[config.mk]
export PLATFORM = sky130hd
export DESIGN_NAME = mbg_stack
export DESIGN_NICKNAME = d
export VERILOG_FILES = /design/src/rtl/mbg_pkg.sv /design/src/rtl/mbg_stack.sv
export SDC_FILE = /design/constraint.sdc
export NUM_CORES = 2
export LEC_CHECK = 0
export BUFFER_PORTS_ARGS = -buffer_cell sky130_fd_sc_hd__buf_4
export CORE_UTILIZATION = 40
export DETAILED_ROUTE_END_ITERATION = 6
export RECOVER_POWER = 100
export SYNTH_ARGS = -nofsm -noshare
export SYNTH_HDL_FRONTEND = slang
export SYNTH_SLANG_ARGS = --single-unit
export TNS_END_PERCENT = 50
[constraint.sdc]
create_clock -name aclk -period 1.93 [get_ports aclk]
set_input_delay 0 -clock aclk [delete_from_list [all_inputs] [get_ports aclk]]
set_output_delay 0 -clock aclk [all_outputs]
set_load 0.03 [all_outputs]
[src/rtl/mbg_pkg.sv]
// shared types and constants for the maze generator
`timescale 1ns / 1ps
package mbg_pkg;

    localparam int GRID_SIZE_DEF   = 32;
    localparam int STACK_DEPTH_DEF = 256;
    localparam logic [15:0] SEED_DEFAULT = 16'hACE1;
    localparam logic [15:0] LFSR_TAPS    = 16'hB400;
    localparam logic [5:0]  DIM_RESET    = 6'd9;

    localparam logic CFG_WIDTH  = 1'b0;
    localparam logic CFG_HEIGHT = 1'b1;

    typedef struct packed {
        logic [15:0] seed;
        logic [4:0]  start_x;
        logic [4:0]  start_y;
    } in_word_t;

    typedef struct packed {
        logic [4:0]  row_index;
        logic [31:0] row_walls;
        logic        last_row;
    } out_word_t;

    function automatic logic [15:0] lfsr_next(input logic [15:0] s);
        logic [15:0] n;
        n = s >> 1;
        if (s[0]) begin
            n = n ^ LFSR_TAPS;
        end
        return n;
    endfunction

    // r mod 3 by summing base-4 digits, since 4 is 1 mod 3
    function automatic logic [1:0] mod3(input logic [15:0] r);
        logic [4:0] s;
        logic [2:0] a;
        logic [2:0] b;
        s = '0;
        for (int k = 0; k < 8; k++) begin
            s = s + 5'(r[2*k +: 2]);
        end
        a = 3'(s[1:0]) + 3'(s[3:2]) + 3'(s[4]);
        b = 3'(a[1:0]) + 3'(a[2]);
        return (b >= 3'd3) ? 2'(b - 3'd3) : b[1:0];
    endfunction

    // r mod (4-i) for i = 0..3
    function automatic logic [1:0] draw_mod(input logic [15:0] r, input logic [1:0] i);
        logic [1:0] m;
        unique case (i)
            2'd0: m = r[1:0];
            2'd1: m = mod3(r);
            2'd2: m = {1'b0, r[0]};
            default: m = 2'd0;
        endcase
        return m;
    endfunction

endpackage

[src/rtl/mbg_stack.sv]
// path stack memory with registered read
`timescale 1ns / 1ps
module mbg_stack #(
    parameter int DEPTH = mbg_pkg::STACK_DEPTH_DEF,
    parameter int AW    = $clog2(DEPTH)
) (
    input  logic          aclk,
    input  logic          wr_en,
    input  logic [AW-1:0] wr_addr,
    input  logic [9:0]    wr_data,
    input  logic [AW-1:0] rd_addr,
    output logic [9:0]    rd_data
);
    logic [9:0] mem [DEPTH];

    always_ff @(posedge aclk) begin
        if (wr_en) begin
            mem[wr_addr] <= wr_data;
        end
        rd_data <= mem[rd_addr];
    end
endmodule
# After elaboration in Yosys (flattened, before gate mapping)
# Memories as Yosys holds them, arrays and structs flattened. A register that Yosys moved wholly into a read port is not among the register bits.
# Index checks and enable logic that the tools add are counted.
# totals
ramBits,2560
n_memories,1
output_inout_bits,10
inputBits,28
word_cells,3
regBits,0
# mem_list
memory,depth,width,read_ports,rd_clocked_by_memory_dff,write_ports,line,text
mem,256,10,1,1,1,mbg_stack.sv:14,logic [9:0] mem [DEPTH];
# op_classes
mux,2
# op_table
op,count
two-way mux 1 bit,2

# Logic depth before layout (Yosys ltp)
# logic_depth
depth_word,2
depth_mapped,12
ltp_nobuf,6

# Worst setup path after synthesis
# OpenSTA, ideal clock, no wires.
# synth_timing
path_type,input to register
start,in rd_addr[0]
end,reg rd_data[3] (read register of mem)
cell_stages,9
arrival_ns,1.816
path_slack_ns,-0.011
n_path_buf,4
cell_sequence,buf_4 -> buf_8 -> buf_8 -> buf_2 -> mux4_2 -> a22oi_1 -> a21oi_1 -> nor4_1 -> nor3_1
# synth_lines
element,line,text
from (decl),mbg_stack.sv:11,"input logic [AW-1:0] rd_addr,"
to (decl),mbg_stack.sv:12,output logic [9:0] rd_data

==> qor.tcl <==
set qor(cts_tree) {done}
set qor(synthesis.nets) 4670
set qor(final_net_count) 5613
set qor(finalSetupViolations) 1384
set qor(worst_slack_ns) -0.497
set qor(synth_simple_gate_area_share_pct) 2.32
set qor(drc) 0
set qor(max_cap_violations) 6
set qor(fp.dieH_um) 500
set qor(accumulated_negative_setup_slack_ns) -127.30
set qor(synth_warnings) 0
set qor(utilization_of_the_core_after_routing_pct) 48.1
set qor(grt_setup_unrepaired) {yes}
set qor(setup.worst_path.end_class) {flip-flop}
set qor(synth_compound_area_share_pct) 3.71
set qor(max-slew-margin-rel_pct) -39.2
set qor(critPathLaunchType) {flip-flop}
set qor(cts.sink_count) 2570
set qor(die_width_um) 500
set qor(wire_per_inst_um) 29.4
set qor(asyncSetResetFlopFracSynth_pct) 0
set qor(clk_transition_reported_paths_ns) 0.06
set qor(placed_cells) 8593
set qor(finalPower_mw) 119
set qor(ys_seq_elements) 2570
set qor(dp.final_hpwl_mm) 176
set qor(slew_violations) 278
set qor(timing_worst_slew_pin_value_ns) 2.09
set qor(cp_data_required_time_ns) 2.71
set qor(worst_clock_skew_ns) 0.0510
set qor(synthesis.area_mm2) 0.0993
set qor(routabilityCongestion) 0.865
set qor(vias) 51600
set qor(synth_top_family_by_area) {multiplexers}
set qor(postRouteAntennaNets) 0
set qor(clock_buffer_depth) 4
set qor(crit_path_max_fanout) 2
set qor(mux_contribution_to_synthesized_area_pct) 14.4
set qor(htree_levels) 5
set qor(place.port_buffers) 37
set qor(worstSetupPathType) {reg -> reg}
set qor(detail_route.vias_per_cell) 5.67
set qor(top_level_ports) 38
set qor(synth_enable_flop_cells) 2560
set qor(timing_hold_violations_final) 0
set qor(crit_arrival_ns) 3.21
set qor(fin_cells) 9086
set qor(failed_checks) {capacitance limit, slew limit, setup timing}
set qor(synth-xor-area-share_pct) 0
set qor(power.density_cell_area_mw_per_mm2) 1010
set qor(root_buffer) {clkbuf_16}
set qor(postCtsSetupRepairBufs) 0
set qor(first_global_vias) 52300
set qor(first_pass_iters) 6
set qor(floorplan.initialDensity_pct) 40.3
set qor(drive_above_1_share_pct) 32.1
set qor(final_std_cell_area_no_fill_mm2) 0.118
set qor(reg2regPathDepth) 7
set qor(p_leak_nw) 38.3
set qor(p_r_area_growth_vs_syn_pct) 19.4
set qor(timing.fmax_ghz) 0.412
set qor(global_route.usage.total_pct) 21.3
set qor(synthAdderAreaFrac_pct) 0
set qor(hold_ws_ns) 0.129
set qor(clk_latency_ns) 0.93
set qor(grt_start_max_net_pins) 101
set qor(routed_wl_mm) 267
set qor(library_cell_contributing_the_largest_single_delay_on_the_critical_path) {nor3_4}
set qor(min_period_over_period_pct) 126
set qor(peakVddDrop_mv) 0.999
set qor(synth_unique_cells) 53
set qor(most_used_flip_flop_cell_after_synthesis) {edfxtp_1}
set qor(finalCriticalPeriod_ns) 2.43
set qor(critical_path.cell_chain) {mux4_2 > a22o_1 > a221oi_2 > buf_4 > o32ai_2 > nor3_4 > nor4_2}
set qor(synth_sequential_area_ratio_pct) 77.7
set qor(detailedPlace.worstSlack_ns) -1.68
set qor(post_synthesis_mean_instance_area_um2) 21.4
set qor(status) {finished with violations}
set qor(synth_cells) 4642
set qor(placedInstanceArea_mm2) 0.110
set qor(std_cell_rows) 182
set qor(fp.dieArea_mm2) 0.250
set qor(hold_path.class) {in -> reg}
set qor(cts-buffers-inserted) 282
set qor(timing.hold.worst_path_depth) 6
set qor(reg2reg_setup_slack_ns) -0.50
set qor(initial_antenna_violation_count) 17
set qor(drt-initial-drc-count) 6044
set qor(critPathMaxStageDelay_ns) 0.59
set qor(gr_overflow_total) 0
set qor(fp.coreArea_mm2) 0.246
set qor(grt_pass1_wl_mm) 382
==> final cells by class <==
type | count | area (µm²)
fill | 20200 | 128000
timing repair buffer | 943 | 7620
clock buffer | 340 | 7410
multi-input combinational | 1785 | 21100
tap | 3312 | 4140
inverter | 3 | 11.3
sequential | 2570 | 77100
antenna | 6 | 15.0
clock inverter | 127 | 1110
==> synthesized netlist by cell type, types with 9 or more instances <==
| cell type | instances | area, µm² |
|---|---|---|
| a22oi_1 | 191 | 1430 |
| o221ai_1 | 40 | 350 |
| clkbuf_1 | 131 | 492 |
| nand2_1 | 47 | 176 |
| mux2i_1 | 210 | 2100 |
| buf_6 | 24 | 270 |
| buf_2 | 48 | 240 |
| a22o_1 | 13 | 114 |
| nand3_1 | 39 | 195 |
| a221oi_1 | 15 | 131 |
| a211oi_1 | 10 | 75.1 |
| a31oi_1 | 11 | 68.8 |
| a21oi_1 | 113 | 566 |
| nor2b_1 | 24 | 150 |
| buf_12 | 16 | 320 |
| dfxtp_1 | 10 | 200 |
| mux4_1 | 41 | 1080 |
| nor2_1 | 292 | 1100 |
| o21ai_0 | 12 | 60.1 |
| o32ai_1 | 11 | 96.3 |
| buf_1 | 19 | 71.3 |
| buf_8 | 16 | 240 |
| nand4_1 | 11 | 68.8 |
| edfxtp_1 | 2560 | 76900 |
| nor4_1 | 27 | 169 |
| nand2b_1 | 12 | 75.1 |
| mux4_2 | 495 | 11100 |
| nor3_1 | 32 | 160 |
| a311oi_1 | 9 | 78.8 |
| buf_4 | 29 | 218 |
| o22ai_1 | 57 | 357 |
==> where the power goes <==
part / total, mW / leakage [nW] / internal (mW) / switching, mW
logic: 6.91 / 11.1 / 2.68 / 4.22
clock network: 50.6 / 4.16 / 29.7 / 20.9
registers: 61.7 / 23.1 / 61.5 / 0.113
==> critical path, delay by kind of cell, from the launching register on <==
family / cells / cell delay (ns)
AND/OR/NAND/NOR: 2 / 0.73
AO/OA/AOI/OAI: 3 / 0.52
multiplexers: 1 / 0.48
flip-flops: 1 / 0.36
buffers and inverters: 1 / 0.19
==> repair_timing <==
item,CTS,global route
hold endpoints to repair,3919,42
pin swaps,25,20
setup endpoints to repair,10,46
resized for setup,100,53
hold buffers,28,1
gates cloned,0,0
==> worst paths after layout <==
check                                start          to
worst max-delay path            mem[83][9]  rd_data[9]
worst min-delay path            rd_addr[5]  rd_data[4]
worst max register to register  mem[83][9]  rd_data[9]
worst min register to register   mem[7][8]  rd_data[8]
==> layer usage <==
layer	GRT usage (%)	routed length (µm)	vias to the layer above
li1	-	-	21500
met1	29.2	108000	27500
met2	34.8	130000	2157
met3	3.51	20200	422
met4	6.73	8920	4
met5	0	27	-
==> placed cells by master, fill, tap and decap left out, types with 76 or more instances in the layout <==
cell type	netlist	layout
clkbuf_1	131	111
buf_4	29	587
a22oi_1	191	172
clkbuf_16	0	288
clkbuf_2	1	112
edfxtp_1	2560	2560
a21oi_1	113	100
mux4_2	495	499
buf_12	16	76
nor2_1	292	286
mux2i_1	210	210
==> logic make-up (layout without fill, tap and decap cells) <==
| kind of cell | Yosys count | count (layout) |
|---|---|---|
| other cells | 0 | 6 |
| flops | 2570 | 2570 |
| simple gates | 514 | 514 |
| buf+inv | 287 | 1413 |
| mux | 746 | 746 |
| compound gates | 525 | 525 |
==> flip-flops by register name, summed over array words and instances (netlist names) <==
| register | flops |
|---|---|
| rd_data | 10 |
| mem | 2560 |
Note: power is estimated with default switching activity, not from simulation.
